[config.mk]
export PLATFORM = sky130hd
export DESIGN_NAME = utf16_to_utf8_transcoder
export DESIGN_NICKNAME = d
export VERILOG_FILES = /design/src/hdl/u2u8_pkg.sv /design/src/hdl/u2u8_encode.sv /design/src/hdl/u2u8_serial.sv /design/src/hdl/utf16_to_utf8_transcoder.sv
export VERILOG_INCLUDE_DIRS = /design/src /design/src/hdl
export SDC_FILE = /design/constraint.sdc
export NUM_CORES = 1
export LEC_CHECK = 0
export BUFFER_PORTS_ARGS = -buffer_cell sky130_fd_sc_hd__buf_2
export CAP_MARGIN = 15
export CORE_MARGIN = 8
export CORE_UTILIZATION = 54
export CTS_CLUSTER_DIAMETER = 200
export DETAILED_ROUTE_END_ITERATION = 10
export PLACE_DENSITY_LB_ADDON = 0.2
export SLEW_MARGIN = 20
export SYNTH_ARGS = -nofsm -noshare
export SYNTH_HDL_FRONTEND = slang
export SYNTH_SLANG_ARGS = --single-unit
[constraint.sdc]
create_clock -name i_clk -period 5.5 [get_ports i_clk]
set_clock_uncertainty 0.15 [all_clocks]
set_input_delay 0.275 -clock i_clk [delete_from_list [all_inputs] [get_ports i_clk]]
set_output_delay 0.275 -clock i_clk [all_outputs]
set_load 0.02 [all_outputs]
[src/hdl/utf16_to_utf8_transcoder_assert.svh]
// Assertion macros for the UTF-16 to UTF-8 transcoder.
// Included by the top level; uses the i_clk and i_rst_n ports of the including module.
`ifndef UTF16_TO_UTF8_TRANSCODER_ASSERT_SVH
`define UTF16_TO_UTF8_TRANSCODER_ASSERT_SVH

// Same-cycle implication, checked out of reset.
`define U2U8_ASSERT_NOW(label, ante, cons) \
    label: assert property (@(posedge i_clk) disable iff (!i_rst_n) (ante) |-> (cons)) \
        else $error("u2u8: same-cycle check failed");

// Next-cycle implication, checked out of reset.
`define U2U8_ASSERT_NEXT(label, ante, cons) \
    label: assert property (@(posedge i_clk) disable iff (!i_rst_n) (ante) |=> (cons)) \
        else $error("u2u8: next-cycle check failed");

`endif

[src/hdl/u2u8_pkg.sv]
`timescale 1ns / 1ps
// Shared types, codes and helpers for the UTF-16 to UTF-8 transcoder.
// No dependencies.
package u2u8_pkg;

    localparam int unsigned ModeW  = 2;
    localparam int unsigned PendW  = 6;
    localparam int unsigned TotalW = PendW + 1;

    localparam logic [ModeW-1:0] MODE_PASS      = 2'd0;
    localparam logic [ModeW-1:0] MODE_HI_FIRST  = 2'd1;
    localparam logic [ModeW-1:0] MODE_HI_SECOND = 2'd2;

    localparam logic [7:0] SPACE_BYTE = 8'h20;

    typedef struct packed {
        logic [2:0][7:0]  bytes;
        logic [1:0]       nb;
        logic [PendW-1:0] pad;
        logic             last;
    } t_burst;

    function automatic logic [7:0] pick_byte(input logic [2:0][7:0] bytes,
                                             input logic [1:0] sel);
        logic [7:0] b;
        begin
            case (sel)
                2'd0:    b = bytes[0];
                2'd1:    b = bytes[1];
                default: b = bytes[2];
            endcase
            return b;
        end
    endfunction

endpackage

[src/hdl/u2u8_encode.sv]
`timescale 1ns / 1ps
// Input register, string state and UTF-8 encoding (or passthrough) of one code unit.
// Depends on u2u8_pkg.
module u2u8_encode #(
    parameter int unsigned MAX_STRING_BYTES = 64
) (
    input  logic                        i_clk,
    input  logic                        i_rst_n,
    input  logic [u2u8_pkg::ModeW-1:0]  i_mode,
    input  logic                        i_in_valid,
    output logic                        o_in_stall,
    input  logic [7:0]                  i_first_byte,
    input  logic [7:0]                  i_second_byte,
    input  logic                        i_last_unit,
    input  logic                        i_take,
    output logic                        o_burst_valid,
    output u2u8_pkg::t_burst            o_burst
);

    localparam int unsigned HalfLen  = MAX_STRING_BYTES / 2;
    localparam int unsigned LimitInt = (HalfLen > 63) ? 63 : HalfLen;
    localparam logic [u2u8_pkg::PendW-1:0] PendLimit = u2u8_pkg::PendW'(LimitInt);

    logic                       r_valid;
    logic [7:0]                 r_b0;
    logic [7:0]                 r_b1;
    logic                       r_last;
    logic [u2u8_pkg::PendW-1:0] r_pending;
    logic                       r_zero_seen;

    logic [u2u8_pkg::PendW-1:0] n_pending;
    logic                       n_zero_seen;
    logic [15:0]                s;
    logic                       encode;
    logic                       zero_now;
    logic [2:0][7:0]            enc_bytes;
    logic [1:0]                 enc_nb;
    logic                       accept;

    assign o_in_stall = r_valid && !i_take;
    assign accept     = i_in_valid && !o_in_stall;

    always_comb begin
        encode = 1'b1;
        s      = {r_b0, r_b1};
        unique case (i_mode)
            u2u8_pkg::MODE_HI_FIRST:  s = {r_b0, r_b1};
            u2u8_pkg::MODE_HI_SECOND: s = {r_b1, r_b0};
            default:                  encode = 1'b0;
        endcase
    end

    always_comb begin
        n_pending   = r_pending;
        n_zero_seen = r_zero_seen;
        enc_bytes   = {r_b0, r_b1, r_b0};
        enc_nb      = 2'd2;
        zero_now    = 1'b0;
        if (!encode) begin
            enc_bytes = {8'h00, r_b1, r_b0};
            enc_nb    = 2'd2;
        end else begin
            if (s < 16'h0080) begin
                enc_bytes = {8'h00, 8'h00, s[7:0]};
                enc_nb    = 2'd1;
                if (r_pending < PendLimit) begin
                    n_pending = r_pending + 1'b1;
                end
            end else if (s <= 16'h07FF) begin
                enc_bytes = {8'h00, 8'h80 | {2'b00, s[5:0]}, 8'hC0 | {3'b000, s[10:6]}};
                enc_nb    = 2'd2;
            end else begin
                enc_bytes = {8'h80 | {2'b00, s[5:0]}, 8'h80 | {2'b00, s[11:6]},
                             8'hE0 | {4'b0000, s[15:12]}};
                enc_nb    = 2'd3;
            end
            zero_now    = r_zero_seen || (s == 16'h0000);
            n_zero_seen = zero_now;
            if (zero_now) begin
                enc_bytes = {u2u8_pkg::SPACE_BYTE, u2u8_pkg::SPACE_BYTE,
                             u2u8_pkg::SPACE_BYTE};
            end
        end
    end

    always_comb begin
        o_burst_valid = r_valid;
        o_burst.bytes = enc_bytes;
        o_burst.nb    = enc_nb;
        o_burst.pad   = (encode && r_last) ? n_pending : '0;
        o_burst.last  = r_last;
    end

    always_ff @(posedge i_clk) begin
        if (!i_rst_n) begin
            r_valid     <= 1'b0;
            r_pending   <= '0;
            r_zero_seen <= 1'b0;
        end else begin
            if (accept) begin
                r_valid <= 1'b1;
            end else if (i_take) begin
                r_valid <= 1'b0;
            end
            if (i_take) begin
                if (r_last) begin
                    r_pending   <= '0;
                    r_zero_seen <= 1'b0;
                end else begin
                    r_pending   <= n_pending;
                    r_zero_seen <= n_zero_seen;
                end
            end
        end
    end

    always_ff @(posedge i_clk) begin
        if (accept) begin
            r_b0   <= i_first_byte;
            r_b1   <= i_second_byte;
            r_last <= i_last_unit;
        end
    end

endmodule

[src/hdl/u2u8_serial.sv]
`timescale 1ns / 1ps
// Byte sequencer and output register: sends one beat per encoded or padding byte.
// Depends on u2u8_pkg.
module u2u8_serial (
    input  logic              i_clk,
    input  logic              i_rst_n,
    input  logic              i_burst_valid,
    input  u2u8_pkg::t_burst  i_burst,
    output logic              o_take,
    output logic              o_out_valid,
    input  logic              i_out_stall,
    output logic [7:0]        o_out_byte,
    output logic              o_last_byte
);

    logic [u2u8_pkg::TotalW-1:0] r_idx;
    logic                        r_o_valid;
    logic [7:0]                  r_o_byte;
    logic                        r_o_last;

    logic [u2u8_pkg::TotalW-1:0] total;
    logic                        out_free;
    logic                        emit;
    logic                        elem_final;
    logic [7:0]                  cur_byte;

    assign total      = u2u8_pkg::TotalW'(i_burst.nb) + u2u8_pkg::TotalW'(i_burst.pad);
    assign out_free   = !r_o_valid || !i_out_stall;
    assign emit       = i_burst_valid && out_free;
    assign elem_final = (r_idx == total - 1'b1);
    assign o_take     = emit && elem_final;
    assign cur_byte   = (r_idx < u2u8_pkg::TotalW'(i_burst.nb))
                        ? u2u8_pkg::pick_byte(i_burst.bytes, r_idx[1:0])
                        : u2u8_pkg::SPACE_BYTE;

    always_ff @(posedge i_clk) begin
        if (!i_rst_n) begin
            r_idx     <= '0;
            r_o_valid <= 1'b0;
        end else begin
            if (o_take) begin
                r_idx <= '0;
            end else if (emit) begin
                r_idx <= r_idx + 1'b1;
            end
            if (out_free) begin
                r_o_valid <= emit;
            end
        end
    end

    always_ff @(posedge i_clk) begin
        if (emit) begin
            r_o_byte <= cur_byte;
            r_o_last <= i_burst.last && elem_final;
        end
    end

    assign o_out_valid = r_o_valid;
    assign o_out_byte  = r_o_byte;
    assign o_last_byte = r_o_last;

endmodule

[src/hdl/utf16_to_utf8_transcoder.sv]
`timescale 1ns / 1ps
// Top level of the UTF-16 to UTF-8 transcoder: mode register, encoder and byte sequencer.
// Depends on u2u8_pkg, u2u8_encode, u2u8_serial and utf16_to_utf8_transcoder_assert.svh.
//
//  Channel | Direction | Handshake               | Beat payload
//  --------+-----------+-------------------------+-----------------------------------
//  in      | in        | i_in_valid / o_in_stall | i_first_byte, i_second_byte, i_last_unit
//  out     | out       | o_out_valid/i_out_stall | o_out_byte, o_last_byte
//  cfg     | in        | i_cfg_we                | i_cfg_wdata (trans_mode)
//
// A code unit takes one output beat per byte it produces: one to three, two in
// passthrough, plus, outside passthrough, the padding spaces on the last unit of
// a string. The one-byte output channel sets the rate; the first byte of a unit
// passes through the input register and then the output register.
// Reset is synchronous and clears the mode, the string state and both valid flags.
// Stalls on the output hold the output register and back up into the input register.
module utf16_to_utf8_transcoder #(
    parameter int unsigned MAX_STRING_BYTES = 64
) (
    input  logic                       i_clk,
    input  logic                       i_rst_n,
    input  logic                       i_cfg_we,
    input  logic [u2u8_pkg::ModeW-1:0] i_cfg_wdata,
    input  logic                       i_in_valid,
    output logic                       o_in_stall,
    input  logic [7:0]                 i_first_byte,
    input  logic [7:0]                 i_second_byte,
    input  logic                       i_last_unit,
    output logic                       o_out_valid,
    input  logic                       i_out_stall,
    output logic [7:0]                 o_out_byte,
    output logic                       o_last_byte
);

    logic [u2u8_pkg::ModeW-1:0] r_trans_mode;
    logic                       w_take;
    logic                       w_burst_valid;
    u2u8_pkg::t_burst           w_burst;

    always_ff @(posedge i_clk) begin
        if (!i_rst_n) begin
            r_trans_mode <= u2u8_pkg::MODE_PASS;
        end else if (i_cfg_we) begin
            r_trans_mode <= i_cfg_wdata;
        end
    end

    u2u8_encode #(
        .MAX_STRING_BYTES (MAX_STRING_BYTES)
    ) u_encode (
        .i_clk         (i_clk),
        .i_rst_n       (i_rst_n),
        .i_mode        (r_trans_mode),
        .i_in_valid    (i_in_valid),
        .o_in_stall    (o_in_stall),
        .i_first_byte  (i_first_byte),
        .i_second_byte (i_second_byte),
        .i_last_unit   (i_last_unit),
        .i_take        (w_take),
        .o_burst_valid (w_burst_valid),
        .o_burst       (w_burst)
    );

    u2u8_serial u_serial (
        .i_clk         (i_clk),
        .i_rst_n       (i_rst_n),
        .i_burst_valid (w_burst_valid),
        .i_burst       (w_burst),
        .o_take        (w_take),
        .o_out_valid   (o_out_valid),
        .i_out_stall   (i_out_stall),
        .o_out_byte    (o_out_byte),
        .o_last_byte   (o_last_byte)
    );

`include "utf16_to_utf8_transcoder_assert.svh"

    `U2U8_ASSERT_NOW(a_take_needs_burst, w_take, w_burst_valid)
    `U2U8_ASSERT_NEXT(a_take_loads_output, w_take, o_out_valid)
    `U2U8_ASSERT_NEXT(a_burst_held, w_burst_valid && !w_take, w_burst_valid)

endmodule
Yosys cells after proc, flatten, opt, wreduce, memory -nomap -nowiden
Cells that the tools add are included.

Register bits after elaboration: 44. Latch bits: 0. Memory bits (writable): 0. Memory bits (read-only): 0. Input port bits: 24. Logic and storage cells: 62. Memories kept: 0.

Add/subtract/negate cells: 4. Multipliers: 0. Div/mod/pow operators: 0. Order comparisons: 4. Equal/unequal tests: 4. Shift-type cells: 0. Muxes and demuxes: 19. Bitwise logic cells: 1. Reduce and logical (&&, ||, !) cells: 19.

Operators with widths (number): 24-bit 2-to-1 mux (4); 6-bit 2-to-1 mux (5); 16-bit by 11-bit <= comparator with 1-bit output, second input constant (1); 16-bit zero test (1); 16-bit by 8-bit less-than comparator with 1-bit output, second input constant (1); 16-bit 2-to-1 mux (1); 8-bit case mux with 2 select lines (1); 2-bit by 6-bit adder with 7-bit output (1); 7-bit by 1-bit adder with 7-bit output, second input constant (1); 7-bit == test (1); 7-bit by 2-bit less-than comparator with 1-bit output (1); 7-bit by 1-bit subtractor with 7-bit output, second input constant (1); 6-bit by 1-bit adder with 6-bit output, second input constant (1); 1-bit logical AND (6); 6-bit less-than comparator, second input constant (1); 1-bit 2-to-1 mux (6); 2-bit by 1-bit == test with 1-bit output, second input constant (2); 1-bit zero test (4); 2-bit 2-to-1 mux (2); 2-bit nonzero test (2); 2-bit OR reduction (2); 2-bit == test, second input constant (1); 2-bit zero test (1); 1-bit logical OR (2); other kinds (2) (2).

Longest topological paths before layout
Word-level depth: 15. Depth in mapped cells: 19.

Hierarchy
A second synthesis with hierarchy kept.

Cell total of the unflattened synthesis: 333. Area, all modules: 3161.8 µm².

Modules (own cells, without submodules): u2u8_encode (times used 1, cells each 184, area each 1849.3 µm²); u2u8_serial (times used 1, cells each 143, area each 1239.9 µm²); utf16_to_utf8_transcoder (times used 1, cells each 6, area each 72.6 µm²).

Least setup slack after synthesis
Ideal clock, no wire load.

Kind: flip-flop to flip-flop. Start point: register r_trans_mode[0] (netlist name). End point: register u_encode.r_b0[0], enable pin. Setup time: 0.374 ns. Arrival: 4.729 ns. Path slack: 0.246 ns. Cell stages (with the launch flop): 20. Path buffers: 2. Clock period less this slack: 5.254 ns. Cells stage by stage: dfxtp_1 -> inv_1 -> ha_1 -> buf_4 -> mux2i_4 -> o2111ai_1 -> nor4_1 -> mux2_2 -> nand2_1 -> ha_1 -> inv_1 -> ha_1 -> ha_1 -> o32ai_1 -> o21ai_0 -> mux2_2 -> nand3b_4 -> nor4_1 -> buf_2 -> o21a_1.

Word-level cells in the longest chain between the ends: 14. Elaborated cells on any way between the ends: 22.

RTL lines: start, declared (line utf16_to_utf8_transcoder.sv:35) `logic [u2u8_pkg::ModeW-1:0] r_trans_mode;`; start signal, assigned (line utf16_to_utf8_transcoder.sv:42) `r_trans_mode <= u2u8_pkg::MODE_PASS;`; start signal, assigned (line utf16_to_utf8_transcoder.sv:44) `r_trans_mode <= i_cfg_wdata;`; 2-bit == test (line u2u8_encode.sv:46) `unique case (i_mode)`; 16-bit 2-to-1 mux (line u2u8_encode.sv:46); 16-bit by 11-bit <= comparator with 1-bit output / 16-bit by 8-bit less-than comparator with 1-bit output (equally long branches) (line u2u8_encode.sv:69, u2u8_encode.sv:63); 1-bit 2-to-1 mux / 6-bit 2-to-1 mux (equally long branches) (line u2u8_encode.sv:69, u2u8_encode.sv:63); 2-bit 2-to-1 mux / 6-bit 2-to-1 mux (equally long branches) (line u2u8_encode.sv:63, u2u8_encode.sv:59); 2-bit 2-to-1 mux / 6-bit 2-to-1 mux (equally long branches) (line u2u8_encode.sv:59, u2u8_encode.sv:90); 2-bit by 6-bit adder with 7-bit output (*) (line u2u8_serial.sv:27) `assign total = u2u8_pkg::TotalW'(i_burst.nb) + u2u8_pkg::TotalW'(i_burst.pad);`; 7-bit by 1-bit subtractor with 7-bit output (*) (line u2u8_serial.sv:30) `assign elem_final = (r_idx == total - 1'b1);`; 7-bit == test (*) (line u2u8_serial.sv:30); 1-bit logical AND (*) (line u2u8_serial.sv:31) `assign o_take = emit && elem_final;`; 1-bit zero test (*) (line u2u8_encode.sv:40) `assign o_in_stall = r_valid && !i_take;`; 1-bit logical AND (*) (line u2u8_encode.sv:40); 1-bit zero test (*) (line u2u8_encode.sv:41) `assign accept = i_in_valid && !o_in_stall;`; 1-bit logical AND (*) (line u2u8_encode.sv:41); via u_encode.accept (line u2u8_encode.sv:38) `logic accept;`; end signal, assigned (line u2u8_encode.sv:119) `r_b0 <= i_first_byte;`; end, declared (line u2u8_encode.sv:25) `logic [7:0] r_b0;`.

The timed path passes the listed nets; every way through them passes the cells marked *. A chain may end at the register's enable or synchronous reset.

Worst setup path after layout
Start point: register r_trans_mode[0] (netlist name). End point: output o_in_stall.

Word-level cells in the longest chain between the ends: 12. Elaborated cells on any way between the ends: 20.

RTL lines: 2-bit == test (line u2u8_encode.sv:46); 16-bit 2-to-1 mux (line u2u8_encode.sv:46); 16-bit by 11-bit <= comparator with 1-bit output / 16-bit by 8-bit less-than comparator with 1-bit output (equally long branches) (line u2u8_encode.sv:69, u2u8_encode.sv:63); 1-bit 2-to-1 mux / 6-bit 2-to-1 mux (equally long branches) (line u2u8_encode.sv:69, u2u8_encode.sv:63); 2-bit 2-to-1 mux / 6-bit 2-to-1 mux (equally long branches) (line u2u8_encode.sv:63, u2u8_encode.sv:59); 2-bit 2-to-1 mux / 6-bit 2-to-1 mux (equally long branches) (line u2u8_encode.sv:59, u2u8_encode.sv:90); 2-bit by 6-bit adder with 7-bit output (*) (line u2u8_serial.sv:27); 7-bit by 1-bit subtractor with 7-bit output (*) (line u2u8_serial.sv:30); 7-bit == test (*) (line u2u8_serial.sv:30); 1-bit logical AND (*) (line u2u8_serial.sv:31); 1-bit zero test (*) (line u2u8_encode.sv:40); 1-bit logical AND (*) (line u2u8_encode.sv:40); end, declared (line utf16_to_utf8_transcoder.sv:25) `output logic o_in_stall,`.

Every way passes the cells marked *; elsewhere a longest branch is shown, timed or not.

==> impl_metrics.tcl <==
set metrics [dict create \
    finalSetupTns_ps 0 \
    grt_antenna_before_repair 0 \
    cp_data_arrival_time_ps 4660 \
    drtIter0Drc 414 \
    grt.overflow.total 0 \
    crit_required_ps 5080 \
    status "finished clean" \
    final_nets 441 \
    synth_top_area_share_pct 24.0 \
    synth_top_family_by_area "simple AND/OR/NAND/NOR gates" \
    post-route-drc-count 0 \
    ys_seq_elements 44 \
    crit_fanout 11 \
    cp_top_family "simple AND/OR/NAND/NOR gates" \
    cts_tree "yes" \
    ant_nets 0 \
    final_cell_mix "buf_2 (34), nor2_1 (27), edfxtp_1 (26)" \
    core_um2 5890 \
    diodes 0 \
    slowest_stage "ha_1" \
    relSlewSlack_pct 43.6 \
    syn_nets 394 \
    async_reset_ff_share_pct 0 \
    die_y_um 93.7 \
    synthFlopType "edfxtp_1" \
    layout_commonest_cell "buf_2" \
    hold_violations 0 \
    r2r_slack_ps 760 \
    synth_simple_gate_area_share_pct 23.1 \
    max-vdd-ir-drop_uv 151 \
    synth_cells 357 \
    crit_buf_inv 5 \
    reg2regPathDepth 17 \
    path_class "register to output pin" \
    synthTopCellsByArea "edfxtp_1 (24%), dfxtp_1 (11%), ha_1 (5.0%)" \
    dpl_worst_slack_ps 687 \
    synthAdderAreaFrac_pct 4.99 \
    r2r-end "u_encode.r_b1[2]$_DFFE_PP_" \
    min_period_over_period_pct 92.5 \
    rsz0062_at_grt "false" \
    clkLatencyLatePin_ps 310 \
    synth_xor_area_share_pct 3.45 \
    fin_util_pct 64.3 \
    crit_end "o_in_stall" \
    critPathLaunchType "register" \
    timing.critical_path.from "r_trans_mode[0]$_SDFFE_PN0P_" \
    grt_pass1_wl_mm 13.7 \
    routed_wl_mm 8.42 \
    ys_warn_count 0 \
    synth_area_um2 3260 \
    hold_path_class "primary input to register" \
    cp_num_cells 18 \
    power.leakage_nw 1.39 \
    via_per_inst 6.40 \
    die-area_um2 8780 \
    tightest_slew_ps 843 \
    cts_root_buf "clkbuf_8" \
    drive_gt1_share_pct 18.5 \
    syn_to_final_growth_pct 16.2 \
    synthMuxAreaShare_pct 7.83 \
    wl_per_cell_um 17.6 \
    fp-row-count 28 \
    cpMostUsedCell "buf_4" \
    ios 35 \
    die-width_um 93.7 \
    synth_area_per_cell_um2 9.13 \
    clk_pin_slew_ps 90 \
    reg2reg_from "r_trans_mode[0]$_SDFFE_PN0P_" \
    firstDrtPassIters 5 \
    setup_violations 0 \
    cts_setup_buffers 0 \
    cts_sinks 44 \
    finalMaxSlewViolations 0 \
    synth_edf_count 26 \
    clockBufferDepth 2 \
    worst_slack_ps 415 \
    slowest_delay_ps 390 \
    grt_pass1_vias 2873 \
    finalCriticalPeriod_ps 5080 \
    h-tree-depth 2 \
    end_kind "output pin" \
    grt_use_total_pct 19.1 \
    synth_cell_type_count 71 \
    gp_congestion 0.953 \
    initial_core_util_pct 55.4 \
    grt_max_degree 24 \
    yosysSeqAreaShare_pct 35.0 \
    synth.largest_area_cell "edfxtp_1" \
    numCtsBuffers 5 \
    port_buffers 34 \
    synth_compound_area_share_pct 20.7 \
    vias 3074 \
    cp_cell_sequence "inv_1, ha_1, buf_4, nor3_2, o2111ai_1, buf_4, nor3_2, and4_1, o21ai_1, ha_1, xnor2_1, a211oi_1, o221ai_1, nand3b_4, nor4_1, buf_4, nor2_1, buf_2" \
    pwr_density_cell_nw_per_um2 237 \
    power_mw 0.896 \
    hpwl_mm 5.98 \
    cap_violations 0 \
    fmax_mhz 197 \
]
area by class of cell:
cell class | count | area (um2)
fillers | 492 | 2100
multi-input cells | 275 | 1960
flip-flops and latches | 44 | 1140
repair buffers | 59 | 400
well taps | 75 | 93.8
inverters | 19 | 71.3
clock buffers | 5 | 68.8
clock inverters | 3 | 46.3
per-layer routing:
layer	up-vias	part of all wire [%]	routed length [um]	global-route usage (%)
met2	164	47	3950	30.5
met5	-	0	0	0
met4	0	1.9	156	6.47
met1	1420	44	3690	25.2
li1	1468	-	-	-
met3	22	7.5	629	3.36
what timing repair did:
action	in CTS	in global routing
endpoints found under the hold margin	16	1
resized for setup	0	1
setup endpoints to repair	0	1
hold buffers	16	1
power by group:
group / switching [mW] / internal [mW]
clock: 0.123 / 0.137
sequential: 0.0214 / 0.384
combinational: 0.140 / 0.0909
total: 0.285 / 0.611
worst min-delay path, stage by stage:
cell	delay, ps
buf_2	80
nand2_1	40
o31ai_1	60
state kept, by name, summed over array words and instances, names as in the netlist:
register and cells:
u_encode.r_b0 8, u_serial.o_last_byte 1, u_encode.r_last 1, u_encode.r_pending 6, u_serial.o_out_valid 1, u_encode.o_burst_valid 1
u_encode.r_b1 8, u_serial.o_out_byte 8, r_trans_mode 2, u_encode.r_zero_seen 1, u_serial.r_idx 7
metrics by stage:
step | hold slack [ps] | cells | instance area [um2]
floorplan | 224 | 357 | 3260
global placement | 301 | 455 | 3490
detailed placement | 303 | 455 | 3490
CTS | 0.965 | 479 | 3770
global route | 60.7 | 480 | 3790
finish | 38.0 | 480 | 3790
cell usage after synthesis, drive strengths merged, types with 4 or more instances:
cell,count
a21oi,21
a211oi,5
inv,19
xnor2,6
nand2,22
mux2,7
nor2,27
or3,4
edfxtp,26
o211ai,5
buf,6
or4,4
nand2b,5
o221ai,4
nor3,20
nor2b,6
nor4b,5
xor2,6
o22ai,5
clkbuf,13
nand4,4
dfxtp,18
nor4,9
ha,13
mux2i,16
nand3,10
a22oi,4
o21ai,24
cells by family after synthesis:
logic type	after synthesis
xor+xnor	12
simple gates	131
buf+inv	38
fa+ha+maj	13
flops	44
compound gates	96
mux	23
worst min path at each step:
stage | start | to | slack, ps | cells past startpoint
final | i_in_valid | u_encode.o_burst_valid$_SDFFE_PN0P_ | 40 | 3
after detailed placement | i_second_byte[3] | u_encode.r_b1[3]$_DFFE_PP_ | 300 | 1
after floorplan | i_first_byte[0] | u_encode.r_b0[0]$_DFFE_PP_ | 220 | 0
after global placement | i_first_byte[1] | u_encode.r_b0[1]$_DFFE_PP_ | 300 | 1
after global routing | i_in_valid | u_encode.o_burst_valid$_SDFFE_PN0P_ | 60 | 3
after CTS | i_second_byte[2] | u_encode.r_b1[2]$_DFFE_PP_ | 1 | 1
Note: power is estimated with default switching activity, not from simulation.
